## config.mk

```make
export PLATFORM = sky130hd
export DESIGN_NAME = two_server_shorter_queue_dispatch_core
export DESIGN_NICKNAME = d
export VERILOG_FILES = /design/src/hw/rtl/tsqd_pkg.sv /design/src/hw/rtl/two_server_shorter_queue_dispatch_core.sv
export SDC_FILE = /design/constraint.sdc
export NUM_CORES = 2
export LEC_CHECK = 0
export BUFFER_PORTS_ARGS = -buffer_cell sky130_fd_sc_hd__buf_4
export CAP_MARGIN = 30
export CORE_MARGIN = 10
export CORE_UTILIZATION = 35
export DETAILED_ROUTE_END_ITERATION = 8
export SETUP_SLACK_MARGIN = 0.5
export SLEW_MARGIN = 20
export SYNTH_ARGS = -nofsm -noshare
export SYNTH_HDL_FRONTEND = slang
export SYNTH_SLANG_ARGS = --single-unit
```

## constraint.sdc

```tcl
create_clock -name i_clk -period 7.5 [get_ports i_clk]
set_clock_uncertainty 0.15 [all_clocks]
set_input_delay 1.125 -clock i_clk [delete_from_list [all_inputs] [get_ports i_clk]]
set_output_delay 1.125 -clock i_clk [all_outputs]
set_load 0.01 [all_outputs]
```

## src/hw/rtl/tsqd_pkg.sv

```systemverilog
package tsqd_pkg;

    localparam int TICK_W  = 32;
    localparam int SVC_W   = 2;
    localparam int WAIT_W  = 10;
    localparam int LEN_W   = 5;
    localparam int SUM_W   = 32;
    localparam int CAP_W   = 5;
    localparam int IN_W    = 8;
    localparam int OUT_W   = 168;

    localparam logic [WAIT_W-1:0] WAIT_MAX = {WAIT_W{1'b1}};

    typedef struct packed {
        logic [SVC_W-1:0]  svc;
        logic [TICK_W-1:0] arrive;
    } t_entry;

    // fields from the lowest bit up, reversed here because packed structs list msb first
    typedef struct packed {
        logic [5:0]        pad;
        logic [SUM_W-1:0]  total_turnaways;
        logic [SUM_W-1:0]  total_length;
        logic [SUM_W-1:0]  total_wait;
        logic [SUM_W-1:0]  total_served;
        logic [LEN_W-1:0]  length_b;
        logic [LEN_W-1:0]  length_a;
        logic [WAIT_W-1:0] wait_b;
        logic              start_b;
        logic [WAIT_W-1:0] wait_a;
        logic              start_a;
        logic              turned_away;
        logic              accepted;
    } t_result;

endpackage

```

## src/hw/rtl/two_server_shorter_queue_dispatch_core.sv

```systemverilog
// Two-server join-the-shorter-queue dispatcher. Each input beat is one tick carrying an
// optional arrival and its service time; each tick yields exactly one result beat with
// the admission decision, the jobs started on servers A and B with their waits, both queue
// lengths and four wrapping running totals. On accept the arriving entry is written to its
// queue memory and both queue heads are read; the execute state, which waits while an
// untaken result holds the output, then starts jobs from the registered head data and
// updates timers, counts, totals and the output register. No beat is taken until the last
// tick, whose counts it needs, commits. The queue stores need no clearing, so beats are
// taken straight from reset. The user must write the capacity register (reset 10, limited
// to QUEUE_DEPTH) through the cfg channel only while idle; the block does not enforce it.
module two_server_shorter_queue_dispatch_core #(
    parameter int QUEUE_DEPTH = 16
) (
    input  logic                        i_clk,
    input  logic                        i_rst_n,
    input  logic                        i_cfg_valid,
    output logic                        o_cfg_ready,
    input  logic [tsqd_pkg::CAP_W-1:0]  i_cfg_data,
    input  logic                        s_axis_tvalid,
    output logic                        s_axis_tready,
    // arrival, service_time, zero fill
    input  logic [tsqd_pkg::IN_W-1:0]   s_axis_tdata,
    output logic                        m_axis_tvalid,
    input  logic                        m_axis_tready,
    // accepted, turned_away, start_a, wait_a, start_b, wait_b, length_a, length_b,
    // total_served, total_wait, total_length, total_turnaways, zero fill
    output logic [tsqd_pkg::OUT_W-1:0]  m_axis_tdata
);

    localparam int AW = (QUEUE_DEPTH > 1) ? $clog2(QUEUE_DEPTH) : 1;
    localparam int CW = $clog2(QUEUE_DEPTH + 1);
    localparam int WW = (CW > tsqd_pkg::CAP_W) ? CW : tsqd_pkg::CAP_W;
    localparam logic [WW-1:0] DEPTH_W = WW'(QUEUE_DEPTH);
    localparam logic [AW:0] DEPTH_A = (AW+1)'(QUEUE_DEPTH);
    localparam logic [AW-1:0] LAST_A = AW'(QUEUE_DEPTH - 1);

    localparam logic ST_IDLE = 1'b0;
    localparam logic ST_EXEC = 1'b1;

    tsqd_pkg::t_entry mem_a [QUEUE_DEPTH];
    tsqd_pkg::t_entry mem_b [QUEUE_DEPTH];

    logic                          r_state;
    logic [tsqd_pkg::CAP_W-1:0]    r_cap;
    logic [tsqd_pkg::TICK_W-1:0]   r_tick;
    logic [AW-1:0]                 r_head_a, r_head_b;
    logic [CW-1:0]                 r_cnt_a, r_cnt_b;
    logic [tsqd_pkg::SVC_W-1:0]    r_tmr_a, r_tmr_b;
    logic [tsqd_pkg::SUM_W-1:0]    r_served, r_wait, r_len, r_away_sum;
    tsqd_pkg::t_entry              r_rd_a, r_rd_b;
    logic                          r_acc, r_away, r_push_a, r_push_b, r_fwd_a, r_fwd_b;
    logic [tsqd_pkg::SVC_W-1:0]    r_svc;
    logic                          r_ov;
    tsqd_pkg::t_result             r_out;

    logic                          in_fire, commit;
    logic                          arr;
    logic [tsqd_pkg::SVC_W-1:0]    svc;
    logic [WW-1:0]                 cap_eff, cnt_a_w, cnt_b_w;
    logic                          full_a, full_b, away, push_a, push_b;
    logic [AW:0]                   tail_a_s, tail_b_s;
    logic [AW-1:0]                 tail_a, tail_b;
    tsqd_pkg::t_entry              wr_ent, ea, eb;
    logic [CW-1:0]                 cnt_pa, cnt_pb;
    logic                          sa, sb;
    logic [tsqd_pkg::SVC_W-1:0]    tl_a, tl_b;
    logic [tsqd_pkg::TICK_W-1:0]   wa, wb, wa_r, wb_r;
    logic [CW-1:0]                 n_cnt_a, n_cnt_b;
    logic [WW-1:0]                 len_a_w, len_b_w;
    logic [tsqd_pkg::SUM_W-1:0]    n_served, n_wait, n_len;
    tsqd_pkg::t_result             n_out;

    assign arr = s_axis_tdata[0];
    assign svc = s_axis_tdata[2:1];

    assign s_axis_tready = (r_state == ST_IDLE);
    assign in_fire       = s_axis_tvalid && s_axis_tready;
    assign commit        = (r_state == ST_EXEC) && (!r_ov || m_axis_tready);
    assign o_cfg_ready   = 1'b1;
    assign m_axis_tvalid = r_ov;
    assign m_axis_tdata  = r_out;

    // admission, done against the counts left by the previous tick
    always_comb begin
        cap_eff  = (WW'(r_cap) > DEPTH_W) ? DEPTH_W : WW'(r_cap);
        cnt_a_w  = WW'(r_cnt_a);
        cnt_b_w  = WW'(r_cnt_b);
        full_a   = cnt_a_w >= cap_eff;
        full_b   = cnt_b_w >= cap_eff;
        away     = arr && full_a && full_b;
        push_a   = arr && !away && (r_cnt_b >= r_cnt_a);
        push_b   = arr && !away && !(r_cnt_b >= r_cnt_a);
        tail_a_s = (AW+1)'(r_head_a) + (AW+1)'(r_cnt_a);
        tail_b_s = (AW+1)'(r_head_b) + (AW+1)'(r_cnt_b);
        tail_a   = (tail_a_s >= DEPTH_A) ? AW'(tail_a_s - DEPTH_A) : tail_a_s[AW-1:0];
        tail_b   = (tail_b_s >= DEPTH_A) ? AW'(tail_b_s - DEPTH_A) : tail_b_s[AW-1:0];
        wr_ent.svc    = svc;
        wr_ent.arrive = r_tick;
    end

    always_ff @(posedge i_clk) begin
        if (in_fire && push_a) begin
            mem_a[tail_a] <= wr_ent;
        end
        if (in_fire && push_b) begin
            mem_b[tail_b] <= wr_ent;
        end
        if (in_fire) begin
            r_rd_a <= mem_a[r_head_a];
            r_rd_b <= mem_b[r_head_b];
        end
    end

    // service, with the arriving entry forwarded when it lands on an empty queue
    always_comb begin
        ea.svc    = r_fwd_a ? r_svc : r_rd_a.svc;
        ea.arrive = r_fwd_a ? r_tick : r_rd_a.arrive;
        eb.svc    = r_fwd_b ? r_svc : r_rd_b.svc;
        eb.arrive = r_fwd_b ? r_tick : r_rd_b.arrive;
        cnt_pa  = r_cnt_a + CW'(r_push_a);
        cnt_pb  = r_cnt_b + CW'(r_push_b);
        sa      = (r_tmr_a == '0) && (cnt_pa != '0);
        sb      = (r_tmr_b == '0) && (cnt_pb != '0);
        tl_a    = sa ? ea.svc : r_tmr_a;
        tl_b    = sb ? eb.svc : r_tmr_b;
        n_cnt_a = cnt_pa - CW'(sa);
        n_cnt_b = cnt_pb - CW'(sb);
        wa      = sa ? (r_tick - ea.arrive) : '0;
        wb      = sb ? (r_tick - eb.arrive) : '0;
        wa_r    = wa;
        wb_r    = wb;
        len_a_w = WW'(n_cnt_a);
        len_b_w = WW'(n_cnt_b);
        n_served = r_served + tsqd_pkg::SUM_W'(sa) + tsqd_pkg::SUM_W'(sb);
        n_wait   = r_wait + wa + wb;
        n_len    = r_len + tsqd_pkg::SUM_W'(n_cnt_a) + tsqd_pkg::SUM_W'(n_cnt_b);

        n_out                 = '0;
        n_out.accepted        = r_acc;
        n_out.turned_away     = r_away;
        n_out.start_a         = sa;
        n_out.wait_a          = (wa_r > tsqd_pkg::TICK_W'(tsqd_pkg::WAIT_MAX)) ?
                                tsqd_pkg::WAIT_MAX : wa_r[tsqd_pkg::WAIT_W-1:0];
        n_out.start_b         = sb;
        n_out.wait_b          = (wb_r > tsqd_pkg::TICK_W'(tsqd_pkg::WAIT_MAX)) ?
                                tsqd_pkg::WAIT_MAX : wb_r[tsqd_pkg::WAIT_W-1:0];
        n_out.length_a        = len_a_w[tsqd_pkg::LEN_W-1:0];
        n_out.length_b        = len_b_w[tsqd_pkg::LEN_W-1:0];
        n_out.total_served    = n_served;
        n_out.total_wait      = n_wait;
        n_out.total_length    = n_len;
        n_out.total_turnaways = r_away_sum;
    end

    always_ff @(posedge i_clk) begin
        if (in_fire) begin
            r_acc    <= arr && !away;
            r_away   <= away;
            r_push_a <= push_a;
            r_push_b <= push_b;
            r_fwd_a  <= push_a && (r_cnt_a == '0);
            r_fwd_b  <= push_b && (r_cnt_b == '0);
            r_svc    <= svc;
        end
        if (commit) begin
            r_out <= n_out;
        end
    end

    always_ff @(posedge i_clk) begin
        if (!i_rst_n) begin
            r_state    <= ST_IDLE;
            r_cap      <= tsqd_pkg::CAP_W'(10);
            r_tick     <= '0;
            r_head_a   <= '0;
            r_head_b   <= '0;
            r_cnt_a    <= '0;
            r_cnt_b    <= '0;
            r_tmr_a    <= '0;
            r_tmr_b    <= '0;
            r_served   <= '0;
            r_wait     <= '0;
            r_len      <= '0;
            r_away_sum <= '0;
            r_ov       <= 1'b0;
        end else begin
            if (i_cfg_valid && o_cfg_ready) begin
                r_cap <= i_cfg_data;
            end
            if (commit) begin
                r_ov <= 1'b1;
            end else if (m_axis_tready) begin
                r_ov <= 1'b0;
            end
            case (r_state)
                ST_IDLE: begin
                    if (in_fire) begin
                        r_state <= ST_EXEC;
                        if (away) begin
                            r_away_sum <= r_away_sum + 1'b1;
                        end
                    end
                end
                ST_EXEC: begin
                    if (commit) begin
                        r_state  <= ST_IDLE;
                        r_tick   <= r_tick + 1'b1;
                        r_cnt_a  <= n_cnt_a;
                        r_cnt_b  <= n_cnt_b;
                        r_tmr_a  <= (tl_a != '0) ? tl_a - 1'b1 : tl_a;
                        r_tmr_b  <= (tl_b != '0) ? tl_b - 1'b1 : tl_b;
                        r_served <= n_served;
                        r_wait   <= n_wait;
                        r_len    <= n_len;
                        if (sa) begin
                            r_head_a <= (r_head_a == LAST_A) ? '0 : r_head_a + 1'b1;
                        end
                        if (sb) begin
                            r_head_b <= (r_head_b == LAST_A) ? '0 : r_head_b + 1'b1;
                        end
                    end
                end
                default: begin
                    r_state <= ST_IDLE;
                end
            endcase
        end
    end

    a_busy_after_accept: assert property (@(posedge i_clk) disable iff (!i_rst_n)
        in_fire |=> !s_axis_tready)
        else $error("input taken while a tick is in progress");

    a_count_bound: assert property (@(posedge i_clk) disable iff (!i_rst_n)
        (r_cnt_a <= CW'(QUEUE_DEPTH)) && (r_cnt_b <= CW'(QUEUE_DEPTH)))
        else $error("queue count beyond depth");

    a_result_follows: assert property (@(posedge i_clk) disable iff (!i_rst_n)
        commit |=> m_axis_tvalid && s_axis_tready)
        else $error("committed tick did not present a result");

    a_excl_admit: assert property (@(posedge i_clk) disable iff (!i_rst_n)
        m_axis_tvalid |-> !(r_out.accepted && r_out.turned_away))
        else $error("arrival both accepted and turned away");

    a_idle_wait: assert property (@(posedge i_clk) disable iff (!i_rst_n)
        (m_axis_tvalid && !r_out.start_a) |-> (r_out.wait_a == '0))
        else $error("wait reported without a start on server a");

endmodule
```

==> key figures <==
Run status
  • Status: complete, no violations

GRT
  • First-pass GRT wire length: around 240000 um
  • GRT met1 Usage: 0.2036
  • GRT Resource Usage Total: 0.1549
  • Initial antenna violation count: 8
  • Vias in the first global route: 35496
  • Gr ovfl total: 0
  • GR Util met2: 0.2611
  • Most used routing layer: met2
  • Met3 Resource Use GR: 0.02379
  • Pin count of the biggest net entering global routing: 97

Floorplan
  • Die H: about 450 um
  • Width of the chip: approximately 450 um
  • Die area: 0.2028 mm^2
  • Core Region: 0.1837 mm^2
  • I/O Pins: 189
  • Cell row count: 157
  • Initial Util: 0.3529

Routing
  • Drt initial violations: 2910
  • Final wirelength: 160600 um
  • WL/cell: roughly 24 um
  • # DRC: 0
  • ANT nets after route: 0
  • DR pass1 iterations: 5
  • DR vias/cell: 5.154
  • Vias: 35056

Timing
  • Slew @ Worst Pin: 1.017 ns
  • RSZ-0062 raised after global routing: no
  • Setup Viol. Count Final: 0
  • Count of pins over their slew limit: 0
  • Period utilisation layout: 0.9113
  • Minimum clock period: a little under 7 ns
  • Hold Fails Final Rpt: 0
  • Max-Slew Margin vs Limit: 0.3211
  • FMAX: 0.1463 GHz
  • Setup TNS: 0 ns

Yosys
  • Yosys cell types: 80
  • Post-synth EDFFs: between 1000 and 1500
  • Avg Cell Area, Syn: around 17 um^2
  • Mapped Area: 0.06482 mm^2
  • Synth Warn #: 0
  • Register bit total from synthesis: 1515
  • Ys async rst share: 0
  • Seq/Total Area, Yosys: 0.6727
  • Syn Inst Count: 3892
  • Synth Flop Type: edfxtp_1

Final layout
  • Area Growth Syn to Fin: 16.18%
  • Non-Filler Instances: around 6800
  • Final instance area: between 0.07 and 0.08 mm^2
  • Final nets: 4396
  • Share of layout cells above drive strength 1: 0.2186

Worst setup path
  • Cell repeated most along the worst path: a21o_1
  • Critical Path Max Stage Delay: around 0.47 ns
  • CP Max Fanout: 19
  • Reg2reg start: r_tick[0]
  • Crit path max-delay family: compound AO/OA/AOI/OAI gates
  • Worst r2r path cells: 27
  • Worst Path Arrival: 7.39 ns
  • Crit path capture type: flip-flop
  • Setup crit start: r_tick[0]
  • Worst r2r dst: r_wait[31]
  • Setup crit start kind: flip-flop
  • WP buf/inv: 3
  • Worst Setup EP: r_wait[31]
  • CP max stage cell: fa_1
  • Worst Path Required: a little over 8 ns
  • WP depth: 27
  • Crit Path Class: reg2reg
  • FF-to-FF setup slack: 0.67 ns

Clock tree
  • Clock root buffer master: clkbuf_16
  • CTS Buf Count: between 150 and 200
  • CTS tree: built
  • Hold_buf cts: 0
  • Number of post-CTS setup repair buffers: 0
  • Clock sinks: 1515
  • CTS H-tree lvls: 4
  • Clock Tree Buf Depth: 3
  • Clk Latency, worst-skew pair: 0.83 ns
  • Clk pin slew, worst setup/hold paths: 0.06 ns

Placed design
  • I/O Buffers: about 180
  • Placed Instances: 6501
  • Placer Congestion: 0.8835
  • Final HPWL DP: 99810 um
  • Area after DPL: 0.06999 mm^2

Power and ir drop
  • Leakage: 24.57 nW
  • Cell Pwr Density: 317.5 mW/mm^2
  • VDD IR max: 242.2 uV
  • Total power: 0.02391 W

Run
  • Max Cap Violations: 0

Hold path
  • Hold Path Class: reg2reg
==> cells by family after synthesis <==
| logic type | synth area share |
|---|---|
| adders and majority gates | 0.03884 |
| muxes | 0.1298 |
| xor gates and xnor gates | 0.03459 |
| DFF | 0.6727 |
| AOI/OAI and AO/OA | 0.04467 |
| other | 0.0001159 |
| and+or+nand+nor | 0.06272 |
| buffers and inverters | 0.01658 |
==> sequential cells by signal, indices dropped and copies added, names as in the netlist, 34 cells and up <==
name,count
m_axis_tdata,162
mem_a,544
mem_b,544
r_rd_a,34
r_rd_b,34
==> cells in the final DEF (no fill, tap or decap), types with 8 or more instances in the layout <==
| cell | n |
|---|---|
| edfxtp_1 | 1326 |
| mux4_2 | 340 |
| buf_4 | 299 |
| nand2_1 | 259 |
| dfxtp_1 | 180 |
| xnor2_1 | 168 |
| clkbuf_16 | 161 |
| ha_1 | 134 |
| nor2_1 | 114 |
| and2_1 | 113 |
| inv_1 | 103 |
| a21oi_1 | 95 |
| o21ai_0 | 90 |
| xor2_1 | 87 |
| a21boi_0 | 73 |
| mux2i_1 | 71 |
| nand3_1 | 64 |
| a21o_1 | 55 |
| clkbuf_1 | 45 |
| fa_1 | 42 |
| nand4_1 | 37 |
| clkinv_1 | 36 |
| nor3_1 | 36 |
| or3_1 | 35 |
| and3_1 | 32 |
| nand2b_1 | 31 |
| nor2_4 | 28 |
| nor2b_1 | 19 |
| a31oi_1 | 16 |
| clkinv_2 | 16 |
| o21a_1 | 12 |
| o21bai_1 | 12 |
| o211a_1 | 11 |
| and4_1 | 10 |
| a211oi_1 | 9 |
| o31ai_1 | 9 |
| clkinv_16 | 9 |
| clkinvlp_4 | 8 |
==> stage by stage <==
step / setup WS, ns / util / hold slack [ns]
floorplan: 1.326 / - / 0.2503
global placement: 0.4034 / 0.3803 / 0.2636
detailed placement: 0.4362 / 0.3811 / 0.2649
CTS: 0.5787 / 0.4093 / 0.2838
global route: 0.4965 / 0.4100 / 0.2860
finish: 0.6652 / 0.4100 / 0.2779
==> metal layers <==
layer,routed length [um],vias up
met5,0,-
met4,4807,0
met3,8368,230
met2,79380,955
met1,68070,18170
li1,-,15701
==> area by class of cell <==
class	instances	area (um^2)
antenna	2	5.005
inverter	107	412.9
timing repair buffer	314	2555
fill	16489	108400
tap	2464	3083
clock buffer	210	4253
clock inverter	86	910.9
multi-input combinational	2104	20460
sequential	1515	43630
==> cells in the mapped netlist, types with 5 or more instances <==
| master | number | share of area |
|---|---|---|
| xnor2_1 | 169 | 0.023 |
| ha_1 | 134 | 0.026 |
| or2_2 | 5 | 0.00048 |
| buf_1 | 29 | 0.0017 |
| nand2_1 | 260 | 0.015 |
| o21ai_0 | 90 | 0.0069 |
| o21ai_1 | 5 | 0.00039 |
| a211oi_1 | 10 | 0.0012 |
| and3_1 | 32 | 0.0031 |
| xor2_1 | 87 | 0.012 |
| mux4_2 | 340 | 0.12 |
| o211a_1 | 11 | 0.0017 |
| edfxtp_1 | 1326 | 0.61 |
| fa_1 | 42 | 0.013 |
| a21boi_0 | 73 | 0.0085 |
| inv_1 | 104 | 0.0060 |
| nor2_1 | 143 | 0.0083 |
| nand4_1 | 37 | 0.0036 |
| nand3_1 | 64 | 0.0049 |
| o31ai_1 | 10 | 0.0012 |
| o21bai_1 | 12 | 0.0014 |
| a21oi_1 | 95 | 0.0073 |
| mux2i_1 | 71 | 0.011 |
| buf_4 | 7 | 0.00081 |
| o21a_1 | 12 | 0.0014 |
| clkbuf_1 | 131 | 0.0076 |
| a21o_1 | 55 | 0.0064 |
| and2_1 | 113 | 0.011 |
| or3_1 | 35 | 0.0034 |
| dfxtp_1 | 189 | 0.058 |
| a31oi_1 | 16 | 0.0015 |
| nand2b_1 | 31 | 0.0030 |
| nor2b_1 | 19 | 0.0018 |
| nor4_1 | 6 | 0.00058 |
| nor3_1 | 42 | 0.0032 |
| and4_1 | 10 | 0.0014 |
==> what timing repair did <==
action	4_1_cts	5_1_grt
gates resized for setup	3	13
endpoints found under the setup margin	5	9
pin swaps	0	1
==> how the worst min path moves through the flow <==
stage	startpoint	end	slack [ns]	cells past startpoint
3_5_place_dp	r_away	m_axis_tdata[1]	0.26	0
5_1_grt	r_acc	m_axis_tdata[0]	0.29	0
3_3_place_gp	r_acc	m_axis_tdata[0]	0.26	0
4_1_cts	r_acc	m_axis_tdata[0]	0.28	0
6_report	r_acc	m_axis_tdata[0]	0.28	0
2_1_floorplan	r_acc	m_axis_tdata[0]	0.25	0
==> worst register-to-register path, stage by stage, from the launching register on <==
cell,delay (ns)
dfxtp_1,0.34
buf_6,0.20
mux2_2,0.19
ha_1,0.24
inv_1,0.09
fa_1,0.47
a211oi_2,0.25
o21bai_1,0.17
a211oi_1,0.31
a211oi_1,0.14
a21o_1,0.20
a21oi_1,0.22
xnor2_2,0.18
and2_1,0.20
fa_1,0.45
ha_1,0.38
a21o_1,0.19
a21o_1,0.17
a221oi_1,0.34
o31ai_2,0.17
buf_4,0.19
a31o_2,0.24
a221o_1,0.32
a21oi_1,0.22
o21ai_1,0.13
xnor2_1,0.25
xnor2_1,0.12
o21ba_2,0.20
==> report_power, final <==
group	switching (W)	internal, W
Clock	0.00341	0.00431
Combinational	0.00372	0.00249
Sequential	0.000241	0.00974
Note: power is estimated with default switching activity, not from simulation.
